[config.mk]
export PLATFORM = sky130hd
export DESIGN_NAME = cpvpi_divsqrt
export DESIGN_NICKNAME = d
export VERILOG_FILES = /design/src/sv/cpvpi_pkg.sv /design/src/sv/cpvpi_divsqrt.sv
export VERILOG_INCLUDE_DIRS = /design/src /design/src/sv
export SDC_FILE = /design/constraint.sdc
export NUM_CORES = 1
export LEC_CHECK = 0
export BUFFER_PORTS_ARGS = -buffer_cell sky130_fd_sc_hd__buf_2
export CAP_MARGIN = 40
export CORE_ASPECT_RATIO = 1.1
export CORE_MARGIN = 2
export CORE_UTILIZATION = 49
export CTS_BUF_LIST = sky130_fd_sc_hd__clkbuf_2
export DETAILED_ROUTE_END_ITERATION = 6
export PLACE_DENSITY = 0.76
export REMOVE_ABC_BUFFERS = 1
export SLEW_MARGIN = 10
export SYNTH_ARGS = -nofsm -noshare
export SYNTH_HDL_FRONTEND = slang
export SYNTH_SLANG_ARGS = --single-unit
[constraint.sdc]
create_clock -name clk_i -period 8.5 [get_ports clk_i]
set_input_delay 0.425 -clock clk_i [delete_from_list [all_inputs] [get_ports clk_i]]
set_output_delay 0.425 -clock clk_i [all_outputs]
set_load 0.005 [all_outputs]
[src/sv/assert_macros.svh]
// Assertion helpers shared by the RTL.
`ifndef ASSERT_MACROS_SVH
`define ASSERT_MACROS_SVH
`ifndef SYNTHESIS
`define ASSERT_IMPL(lbl, clk, rst_n, prop) \
  lbl: assert property (@(posedge clk) disable iff (!rst_n) prop) else $error("%m: lbl");
`define ASSERT_NEVER(lbl, clk, rst_n, expr) \
  lbl: assert property (@(posedge clk) disable iff (!rst_n) !(expr)) else $error("%m: lbl");
`else
`define ASSERT_IMPL(lbl, clk, rst_n, prop)
`define ASSERT_NEVER(lbl, clk, rst_n, expr)
`endif
`endif

[src/sv/cpvpi_pkg.sv]
package cpvpi_pkg;
  localparam int unsigned FracBitsDef = 16;
  localparam int unsigned NumRegs = 8;
  localparam int unsigned AddrW = 5;

  typedef enum logic [2:0] {
    RegPosGain   = 3'd0,
    RegVelLimit  = 3'd1,
    RegVelPGain  = 3'd2,
    RegVelIGain  = 3'd3,
    RegTickPer   = 3'd4,
    RegIntLimit  = 3'd5,
    RegGravity   = 3'd6,
    RegLatLimit  = 3'd7
  } reg_idx_e;

  // Shared unit operations
  typedef enum logic [1:0] {
    OpNone = 2'd0,
    OpSqrt = 2'd1,
    OpDiv  = 2'd2
  } op_e;

  typedef struct packed {
    logic  start;
    op_e   op;
  } seq_cmd_t;

  typedef struct packed {
    logic busy;
    logic done;
  } seq_sts_t;

  function automatic logic signed [31:0] sat32(input logic signed [65:0] v);
    logic signed [31:0] r;
    if (v > 66'sd2147483647) r = 32'sh7fffffff;
    else if (v < -66'sd2147483648) r = 32'sh80000000;
    else r = v[31:0];
    return r;
  endfunction

  function automatic logic signed [31:0] clampsym(input logic signed [31:0] v,
                                                  input logic [30:0] lim);
    logic signed [32:0] l;
    logic signed [31:0] r;
    l = $signed({2'b00, lim});
    if (33'(v) > l) r = 32'(l);
    else if (33'(v) < -l) r = 32'(-l);
    else r = v;
    return r;
  endfunction
endpackage

[src/sv/cpvpi_divsqrt.sv]
// Bit-serial restoring unit: 64-bit integer square root (two radicand bits a cycle)
// or 64/64 unsigned divide (one quotient bit a cycle).
module cpvpi_divsqrt (
  input  logic                 clk_i,
  input  logic                 rst_ni,
  input  cpvpi_pkg::seq_cmd_t  cmd_i,
  input  logic [63:0]          a_i,
  input  logic [63:0]          b_i,
  output cpvpi_pkg::seq_sts_t  sts_o,
  output logic [63:0]          res_o
);
  import cpvpi_pkg::*;
  `include "assert_macros.svh"

  logic [63:0] x_q, x_d, r_q, r_d, b_q, b_d, d_q, d_d;
  logic [6:0]  cnt_q, cnt_d;
  op_e         op_q, op_d;
  logic        busy_q, busy_d, done_q, done_d;
  logic [64:0] rem_sh;
  logic [63:0] trial;

  always_comb begin
    x_d = x_q; r_d = r_q; b_d = b_q; d_d = d_q; cnt_d = cnt_q; op_d = op_q;
    busy_d = busy_q; done_d = 1'b0;
    rem_sh = '0; trial = '0;
    if (cmd_i.start && !busy_q) begin
      busy_d = 1'b1;
      op_d = cmd_i.op;
      x_d = a_i;
      r_d = '0;
      d_d = b_i;
      b_d = 64'h4000_0000_0000_0000;
      cnt_d = (cmd_i.op == OpSqrt) ? 7'd32 : 7'd64;
    end else if (busy_q) begin
      if (op_q == OpSqrt) begin
        trial = r_q + b_q;
        if (x_q >= trial) begin
          x_d = x_q - trial;
          r_d = (r_q >> 1) + b_q;
        end else begin
          r_d = r_q >> 1;
        end
        b_d = b_q >> 2;
      end else begin
        // r: remainder, x: dividend shifting into quotient
        rem_sh = {r_q, x_q[63]};
        x_d = {x_q[62:0], 1'b0};
        if (rem_sh >= {1'b0, d_q}) begin
          r_d = 64'(rem_sh - {1'b0, d_q});
          x_d[0] = 1'b1;
        end else begin
          r_d = rem_sh[63:0];
        end
      end
      cnt_d = cnt_q - 7'd1;
      if (cnt_q == 7'd1) begin
        busy_d = 1'b0;
        done_d = 1'b1;
      end
    end
  end

  always_ff @(posedge clk_i or negedge rst_ni) begin
    if (!rst_ni) begin
      busy_q <= 1'b0; done_q <= 1'b0; cnt_q <= '0; op_q <= OpNone;
    end else begin
      busy_q <= busy_d; done_q <= done_d; cnt_q <= cnt_d; op_q <= op_d;
    end
  end

  always_ff @(posedge clk_i) begin
    x_q <= x_d; r_q <= r_d; b_q <= b_d; d_q <= d_d;
  end

  assign sts_o.busy = busy_q;
  assign sts_o.done = done_q;
  assign res_o = (op_q == OpSqrt) ? r_q : x_q;

  `ASSERT_NEVER(a_done_busy, clk_i, rst_ni, done_q && busy_q)
  `ASSERT_IMPL(a_cnt_idle, clk_i, rst_ni, !busy_q |-> cnt_q == 7'd0)
  `ASSERT_IMPL(a_done_after, clk_i, rst_ni, done_q |-> $past(busy_q))
endmodule

== Word level (Yosys, flattened, before mapping) ==
Cells that the tools add are included.
Word-level totals
  register bits after elaboration: 235
  output and inout bits: 66
  bits of input ports: 133
  logic and storage cells: 42
Cells by class
  muxes and demuxes: 18
  order comparisons: 2
  reductions and logical operators: 5
  add/subtract/negate cells: 5
  equality and inequality tests: 4
Operators with widths (number)
  64-bit two-way mux: 8
  64-bit subtractor: 2
  65-bit by 64-bit greater-or-equal comparator with 1-bit output: 1
  63-bit by 63-bit adder with 64-bit output: 1
  64-bit by 63-bit adder with 64-bit output: 1
  64-bit greater-or-equal comparator: 1
  7-bit two-way mux: 3
  7-bit by 1-bit equality test with 1-bit output (second input constant): 1
  1-bit two-way mux: 7
  7-bit by 1-bit subtractor with 7-bit output (second input constant): 1
  2-bit by 1-bit equality test with 1-bit output (second input constant): 2
  2-bit AND reduction: 2
  3-bit != test (second input constant): 1
  2-bit nonzero test: 1
  1-bit logical AND: 1
  1-bit logical NOT: 1

== Longest topological paths before layout ==
Gate-level depths: netlist of run 1.
  depth after elaboration: 6
  mapped depth: 29
  depth with buffers taken out: 27

== Worst setup path before layout of run 1 ==
Ideal clock, no wire load.
  kind: register to register
  start point: register r_q[2]
  end point: register x_q[0], enable pin
  path buffers: 3
  arrival time: 7.466 ns
  slack: 0.548 ns
  data required time: 8.014 ns
  clock period less this slack: 7.952 ns
  cell stages (with the launch flop): 25
  setup time: 0.486 ns
  cell sequence: dfxtp_1 ha_1 a31oi_1 o21bai_1 a211o_1 a21bo_2 a31o_4 a31oi_4 o21ba_2 o21ai_2 a31oi_1 o21bai_1 a31oi_1 xor2_1 ha_1 clkbuf_1 nand2_1 or3_1 nor2_1 nand2_1 o31ai_1 buf_2 buf_2 nor2_1 nor2_1
On the way
  cells in the longest elaborated chain, start to end: 4
Ends and longest elaborated chain
  start: declaration: line cpvpi_divsqrt.sv:15  | logic [63:0] x_q, x_d, r_q, r_d, b_q, b_d, d_q, d_d;
  start signal: assignment: line cpvpi_divsqrt.sv:72  | x_q <= x_d; r_q <= r_d; b_q <= b_d; d_q <= d_d;
  64-bit by 63-bit adder with 64-bit output: line cpvpi_divsqrt.sv:36  | trial = r_q + b_q;
  64-bit greater-or-equal comparator: line cpvpi_divsqrt.sv:37  | if (x_q >= trial) begin
  3-bit != test (no source line)
  2-bit AND reduction (no source line)
  end signal: assignment: line cpvpi_divsqrt.sv:72
  end: declaration: line cpvpi_divsqrt.sv:15
No other way between the ends.
A chain may end at the register's enable or synchronous reset.

== Worst setup path after layout of run 1 ==
  start point: register r_q[2]
  end point: register r_q[46]
On the way
  cells in the longest elaborated chain, start to end: 4
  elaborated cells between the ends (all ways): 8
  those cells by class: add/sub: 3; order compare: 2; mux: 3
Ends and longest elaborated chain
  64-bit by 63-bit adder with 64-bit output: line cpvpi_divsqrt.sv:36
  64-bit greater-or-equal comparator: line cpvpi_divsqrt.sv:37
  64-bit two-way mux: line cpvpi_divsqrt.sv:37
  64-bit two-way mux (*): line cpvpi_divsqrt.sv:35  | if (op_q == OpSqrt) begin
Every way passes the cells marked *; elsewhere a longest branch is shown, timed or not.

==> run summary, run 1 <==
Once detailed placement completed, the half-perimeter wirelength came to 54900 microns. The critical path is of the register to register type. The proportion of layout cells with a drive suffix above 1 was 0.125; the core utilization of the finished layout was 0.571. The commonest cells after synthesis are sky130_fd_sc_hd__nand2_1, sky130_fd_sc_hd__nor2_1, sky130_fd_sc_hd__a21oi_1.

Clock latency on the worst-skew pair, taken at its later pin, is 1050 ps. The number of synthesized flops with an enable pin works out to 128. The global-route congestion overflow total was 0. The worst setup path is captured at a register. The sort of element at the start of the critical path is a register. The cts-stage hold buffer count is 165.

In the routed layout, each cell is associated on average with a via count of 5.94. For the met2 track demand over resource in global routing, the log shows 0.445. By area the synthesized netlist is led by sky130_fd_sc_hd__edfxtp_1, sky130_fd_sc_hd__ha_1, sky130_fd_sc_hd__nand2_1, sky130_fd_sc_hd__dfxtp_1, sky130_fd_sc_hd__a21oi_1. TritonCTS built the clock tree. The tools report the starting utilization of the core area as 0.497. The final layout contains 3627 nets. The path category of the worst min-delay check was primary input to register.

The overall routed net length was 73600 microns. The worst-path maximum fanout was 43; the critical path arrival was 7420 ps. The flip-flop cell with the highest count after synthesis is sky130_fd_sc_hd__edfxtp_1.

The clock net in this run drives a total of 235 sinks. The area growth from synthesis to layout is 14.9%. Most frequently used cell type in the post-synthesis netlist: sky130_fd_sc_hd__nand2_1. Number of remaining DRC errors: 2. The layout has 4479 filler cells. The global-route met1 utilization came out at 0.411.

The top-area cell type share of the netlist area was 0.166. The die covers 0.0491 sq mm. The tree is rooted in a sky130_fd_sc_hd__clkbuf_2. The maximum clock skew at final layout was 69.3 ps; the number of instances resized during post-cts repair was 0.

The detailed-router iteration count before antenna repair was 7; the final period demand of the worst path was 6520 ps. The wire length per cell after detailed routing came out at 18.6 microns. The checks that failed: DRC.

The share of the cycle needed by the critical path after routing is 0.767. At the end of routability-driven placement, the weighted congestion stood at 0.976. Setup repair after global routing left no endpoint under its margin. The logs give 21800 for the number of global-route vias before repair and 153 MHz for the maximum achievable frequency. The number of rows created at floorplan was 83. The cell that appears most often on the critical path is sky130_fd_sc_hd__a21o_1.

The count of buffers added on input and output ports is 198. The post-route antenna net violation count came out at 0. The met3 demand-to-capacity share in global routing was 0.0461; the die boundary height was 232 microns.

Hold timing on the final database bottoms out at a slack of 107 ps. Summing all non-filler instances in the final layout gives an area of 0.0267 sq mm. The total negative slack was 0 ps; the distinct cell type count of the synthesized netlist was 102.

The initial antenna violation count came out at 1. The tools report the count of endpoints failing hold in the final timing report as 0. The biggest area consumer among synthesized cells is sky130_fd_sc_hd__edfxtp_1.

From left edge to right edge, the die measures 211 microns. For the worst setup path, the data required time is 9400 ps. Async set or reset register ratio after synthesis: 0.0468. Setup violations remaining at the end of the flow were counted as 0. After synthesis the netlist holds a flip-flop and latch count of 235. The number of max-capacitance violations reported was 0; the area of the placeable core was 0.0467 sq mm. In this run the cell area measured after placement is 0.0243 sq mm.

The most congested layer reported by global routing is met2. The number of setup buffers added after CTS is 0. The flow ran to the end, but the final reports show violations. The worst-case headroom to the max-slew limit was 0.394; the number of max-slew violations in the final report was 0. During synthesis, Yosys emitted a total of 0 warnings. The clock passes through at most 3 buffers.

The first global-routing pass estimated 115000 microns of wire. The register clock-pin slew on the reported worst setup and hold paths is 90 ps. The run gives 3037 as the number of cells produced by synthesis.

The slowest stage of the critical path is the sky130_fd_sc_hd__o31a_4 cell. On the worst path, the slowest cell contributes a delay of 520 ps. The total clock buffers created by CTS is 70, and the total via count after detailed routing is 23400.

199 I/O pins were placed. The overall fraction of global-route tracks in use is 0.293. For the pin with the worst max-slew slack, the measured transition is 910 ps.

The detailed router finished its first iteration with 2301 violations. Synthesized area: 0.0232 sq mm. The mean instance size in the synthesized netlist was 7.64 sq um; the sequential element share of the synthesized area was 0.260. The H-tree was split into 3 levels. Entering global routing, the biggest net connects 87 pins.
[registers in the layout (all words and copies together) (netlist names)]
register	cells
b_q	32
x_q	64
busy_q	1
done_q	1
cnt_q	7
op_q	2
r_q	64
d_q	64
[metrics by stage]
stage | std cells | setup slack [ps]
after floorplan | 2842 | -2140
after global placement | 3650 | 1930
after detailed placement | 3652 | 1800
after CTS | 3946 | 1760
after global routing | 3949 | 1540
final | 3950 | 1980
[layout make-up]
cell class	instances	area, sq um	area share
clock buffer	108	541	0.0203
tap	595	744	0.0279
inverter	121	457	0.0171
multi-input combinational	2486	15900	0.596
sequential	235	6040	0.227
antenna	2	5.00	0.000188
clock inverter	21	140	0.00526
timing repair buffer	382	2840	0.106
[layer usage]
layer,share of wire,up-vias
li1,-,11600
met2,0.42,1016
met3,0.081,155
met1,0.46,10700
met5,0,-
met4,0.039,0
[worst paths after layout]
| kind | slack, ps | end | startpoint | cells past startpoint |
|---|---|---|---|---|
| setup / recovery | 1980 | r_q[46]$_SDFFE_PP0P_ | r_q[2]$_SDFFE_PP0P_ | 25 |
| hold / removal | 110 | d_q[62]$_DFFE_PP_ | b_i[62] | 2 |
| setup reg to reg | 1980 | r_q[46]$_SDFFE_PP0P_ | r_q[2]$_SDFFE_PP0P_ | 25 |
| hold reg to reg | 480 | b_q[28]$_SDFFE_PP0P_ | b_q[30]$_SDFFE_PP0P_ | 2 |
| max in group asynchronous | 7690 | cnt_q[2]$_DFFE_PN0P_ | rst_ni | 3 |
| min in group asynchronous | 420 | busy_q$_DFF_PN0_ | rst_ni | 3 |
[cell usage in the layout, fill, tap and decap left out, types with 14 or more instances in the layout]
master,n
sky130_fd_sc_hd__nand2_1,564
sky130_fd_sc_hd__nor2_1,233
sky130_fd_sc_hd__a21oi_1,224
sky130_fd_sc_hd__buf_2,199
sky130_fd_sc_hd__o21ai_0,198
sky130_fd_sc_hd__ha_1,196
sky130_fd_sc_hd__dlygate4sd3_1,165
sky130_fd_sc_hd__edfxtp_1,128
sky130_fd_sc_hd__xnor2_1,118
sky130_fd_sc_hd__inv_1,117
sky130_fd_sc_hd__a31oi_1,116
sky130_fd_sc_hd__xor2_1,115
sky130_fd_sc_hd__clkbuf_2,108
sky130_fd_sc_hd__dfxtp_1,96
sky130_fd_sc_hd__a21o_1,88
sky130_fd_sc_hd__nand4_1,65
sky130_fd_sc_hd__nand3_1,46
sky130_fd_sc_hd__o21bai_1,32
sky130_fd_sc_hd__o211ai_1,29
sky130_fd_sc_hd__a211oi_1,28
sky130_fd_sc_hd__nor3_1,27
sky130_fd_sc_hd__nor2b_1,25
sky130_fd_sc_hd__mux2i_1,25
sky130_fd_sc_hd__o21a_1,22
sky130_fd_sc_hd__a31o_2,21
sky130_fd_sc_hd__nand2b_1,21
sky130_fd_sc_hd__o21ai_1,20
sky130_fd_sc_hd__clkinv_1,16
sky130_fd_sc_hd__and3_1,16
sky130_fd_sc_hd__buf_4,15
sky130_fd_sc_hd__or3_1,14
[logic make-up after synthesis]
family                     after synthesis  synth area share
AOI/OAI and AO/OA                      955             0.273
xor gates and xnor gates               233            0.0879
adders and majority gates              198             0.107
buffers and inverters                  316            0.0573
DFF                                    235             0.260
muxes                                   31            0.0137
and+or+nand+nor                       1069             0.200
[critical path, delay by kind of cell, from the launching register on]
| family | cells | cell delay (ps) |
|---|---|---|
| AND/OR/NAND/NOR | 3 | 270 |
| AO/OA/AOI/OAI | 19 | 4740 |
| XOR/XNOR | 1 | 200 |
| flip-flops | 1 | 510 |
| adder cells (fa/ha/maj) | 2 | 680 |
Power of run 1 is not shown: default switching activity piles up to over one toggle a cycle in this logic, so the estimate is an artifact.
==> run 2: changes to the inputs <==
Clock period 8.5 ns to 5.45 ns, I/O delays scaled along.
==> run 2 against run 1 <==
Net effect: the flow finishes with violations (setup timing); critical path depth increased by 5; final cell count increased by 6.9%; via count increased by 6.0%; first-iteration DRC count increased by 9.4%; routed wire length increased by 7.3%; utilization increased by 6.1 points; final area increased by 11%; clock skew increased by 40 ps; worst hold slack got worse by 8.1 ps.
==> run summary, run 2 (synthesis gave the netlist of run 1 again) <==
The run finished, with violations left. The checks that failed: setup timing. Path category of the worst min-delay check: primary input to register.

STA puts the critical path data arrival time at 6540 ps. The share of the cycle needed by the critical path after routing was 1.03; the number of max-slew violations in the final report was 0. CTS saw 235 sinks.

Summing all multi-input logic gate instances after layout gives 0.0164 sq mm. The detailed-router iteration count before antenna repair is 6. The final period demand of the worst path works out to 5640 ps. The tools report the root buffer cell as sky130_fd_sc_hd__clkbuf_2. In this run, the number of DRC markers left after iteration 0 of detailed routing was 2517.

The initial antenna violation count is 1, and the estimated wirelength of the detail-placed design is 58300 microns. For the overall fraction of global-route tracks in use, the log shows 0.311. TritonCTS built the clock tree.

The largest registers in the layout are d_q x64, r_q x64, x_q x64. The post-route antenna net violation count is 0, and the net total in the final layout is 3903. The number of buffers and inverters on the critical path is 4.

On the critical path, the stage with the largest delay is an instance of sky130_fd_sc_hd__a311oi_4. The run gives 23200 as the number of global-route vias before repair. Setup repair after global routing could not meet its margin everywhere. The proportion of layout cells with a drive suffix above 1 was 0.196. Leaving out fill and tap cells, the most frequent cells in the layout are sky130_fd_sc_hd__nand2_1, sky130_fd_sc_hd__buf_4, sky130_fd_sc_hd__nor2_1, sky130_fd_sc_hd__dlygate4sd3_1, sky130_fd_sc_hd__a21oi_1. In this run the count of I/O pins placed on the die edge is 199.

The tools report the global-route congestion overflow total as 0. Clock latency on the worst-skew pair, taken at its later pin, is 1110 ps. Counting the fill cells in the layout gives 4213. Entering global routing, the biggest net connects 139 pins. In this run the vertical extent of the chip is 232 microns. The register clock-pin slew on the reported worst setup and hold paths is 110 ps, and the count of endpoints failing hold in the final timing report is 0.

The most common cell after layout, fill and taps aside was sky130_fd_sc_hd__nand2_1. The detailed router placed 24900 vias in this run. In this run the horizontal extent of the chip is 211 microns. Setup violations remaining at the end of the flow were counted as 114.

In this design, the stage delay of the slowest critical-path cell is 390 ps. The clock passes through at most 3 buffers. The core region is 0.0467 sq mm. The logs give -187 ps for the setup slack of the critical path after layout and 122000 microns for the first-pass GRT wire length. The overall routed net length came out at 79000 microns. The run gives 0 as the number of max-capacitance violations reported.

The required arrival time at the worst endpoint is 6350 ps, and the maximum achievable frequency is 177 MHz. The run gives 109 ps as the maximum clock skew at final layout. In this run the core area contains 83 standard-cell rows.

The tools report the starting utilization of the core area as 0.497. The final weighted congestion in routability-driven placement was 0.980; the worst-case headroom to the max-slew limit was 0.413. For the pin with the worst max-slew slack, the measured transition is 880 ps. The total clock buffers created by CTS was 67; the synthesis-to-finish area growth was 27.2%.

The critical path capture point type was a register. The type of the setup path with the least slack was register to register. The worst setup path is launched from a register. The number of buffer cells added on primary ports was 198. The vias per cell was 5.89; the die footprint was 0.0491 sq mm. The worst-path maximum fanout is 14, and the H-tree depth is 3.

The area taken by flip-flops and latches came out at 0.00604 sq mm. The wire length per cell after detailed routing was 18.7 microns; the worst slack after detailed placement was -605 ps. The cell class contributing the biggest share of worst-path delay was compound AO/OA/AOI/OAI gates. After detailed routing, the number of remaining DRC violations is 0.
## run 2: worst paths after layout
path	startpoint	endpoint	slack, ps	depth (start not counted)
max	r_q[0]$_SDFFE_PP0P_	r_q[52]$_SDFFE_PP0P_	-190	30
max reg2reg	r_q[0]$_SDFFE_PP0P_	r_q[52]$_SDFFE_PP0P_	-190	30
min reg2reg	b_q[50]$_SDFFE_PP0P_	b_q[48]$_SDFFE_PP0P_	450	2
max in group asynchronous	rst_ni	op_q[0]$_DFFE_PN0P_	4800	3
min	a_i[35]	x_q[35]$_DFFE_PP_	100	4
min in group asynchronous	rst_ni	cnt_q[5]$_DFFE_PN0P_	240	3
## run 2: per-stage QoR
stage / util / setup TNS (ps) / area, sq um / std cells / hold slack [ps]
finish: 0.632 / -13460 / 29500 / 4223 / 98.5
CTS: 0.621 / -4690 / 29000 / 4205 / 1.19
floorplan: - / -542290 / 22300 / 2842 / -23.1
global placement: 0.553 / -59440 / 25900 / 3854 / 155
detailed placement: 0.554 / -62100 / 25900 / 3855 / 158
global route: 0.632 / -48310 / 29500 / 4222 / 86.1
## run 2: final cells by class
class	instances	share of cell area
Antenna cell	2	0.000170
Sequential cell	235	0.205
Timing Repair Buffer	661	0.177
Clock buffer	95	0.0161
Clock inverter	28	0.00767
Multi-Input combinational cell	2486	0.554
Inverter	121	0.0155
Tap cell	595	0.0252
## run 2: worst min-delay path: cells and delay by family
| family | cells | cell delay (ps) |
|---|---|---|
| compound gates | 1 | 130 |
| buf+inv | 2 | 620 |
| simple gates | 1 | 40 |
## run 2: what timing repair did
| action | in CTS | in global routing |
|---|---|---|
| pin swaps | 28 | 60 |
| setup buffers | 7 | 14 |
| endpoints found under the setup margin | 134 | 143 |
| hold buffers | 220 | 0 |
| endpoints found under the hold margin | 179 | 0 |
| gates resized for setup | 43 | 116 |
| cloned | 1 | 2 |
## run 2: per-layer routing
layer / vias up / routed length [microns] / track usage
li1: 12100 / - / -
met3: 196 / 6670 / 0.0507
met2: 1121 / 33800 / 0.470
met1: 11500 / 35100 / 0.434
met5: - / 0 / 0
met4: 0 / 3350 / 0.142
Power of run 2 is left out for the same reason.
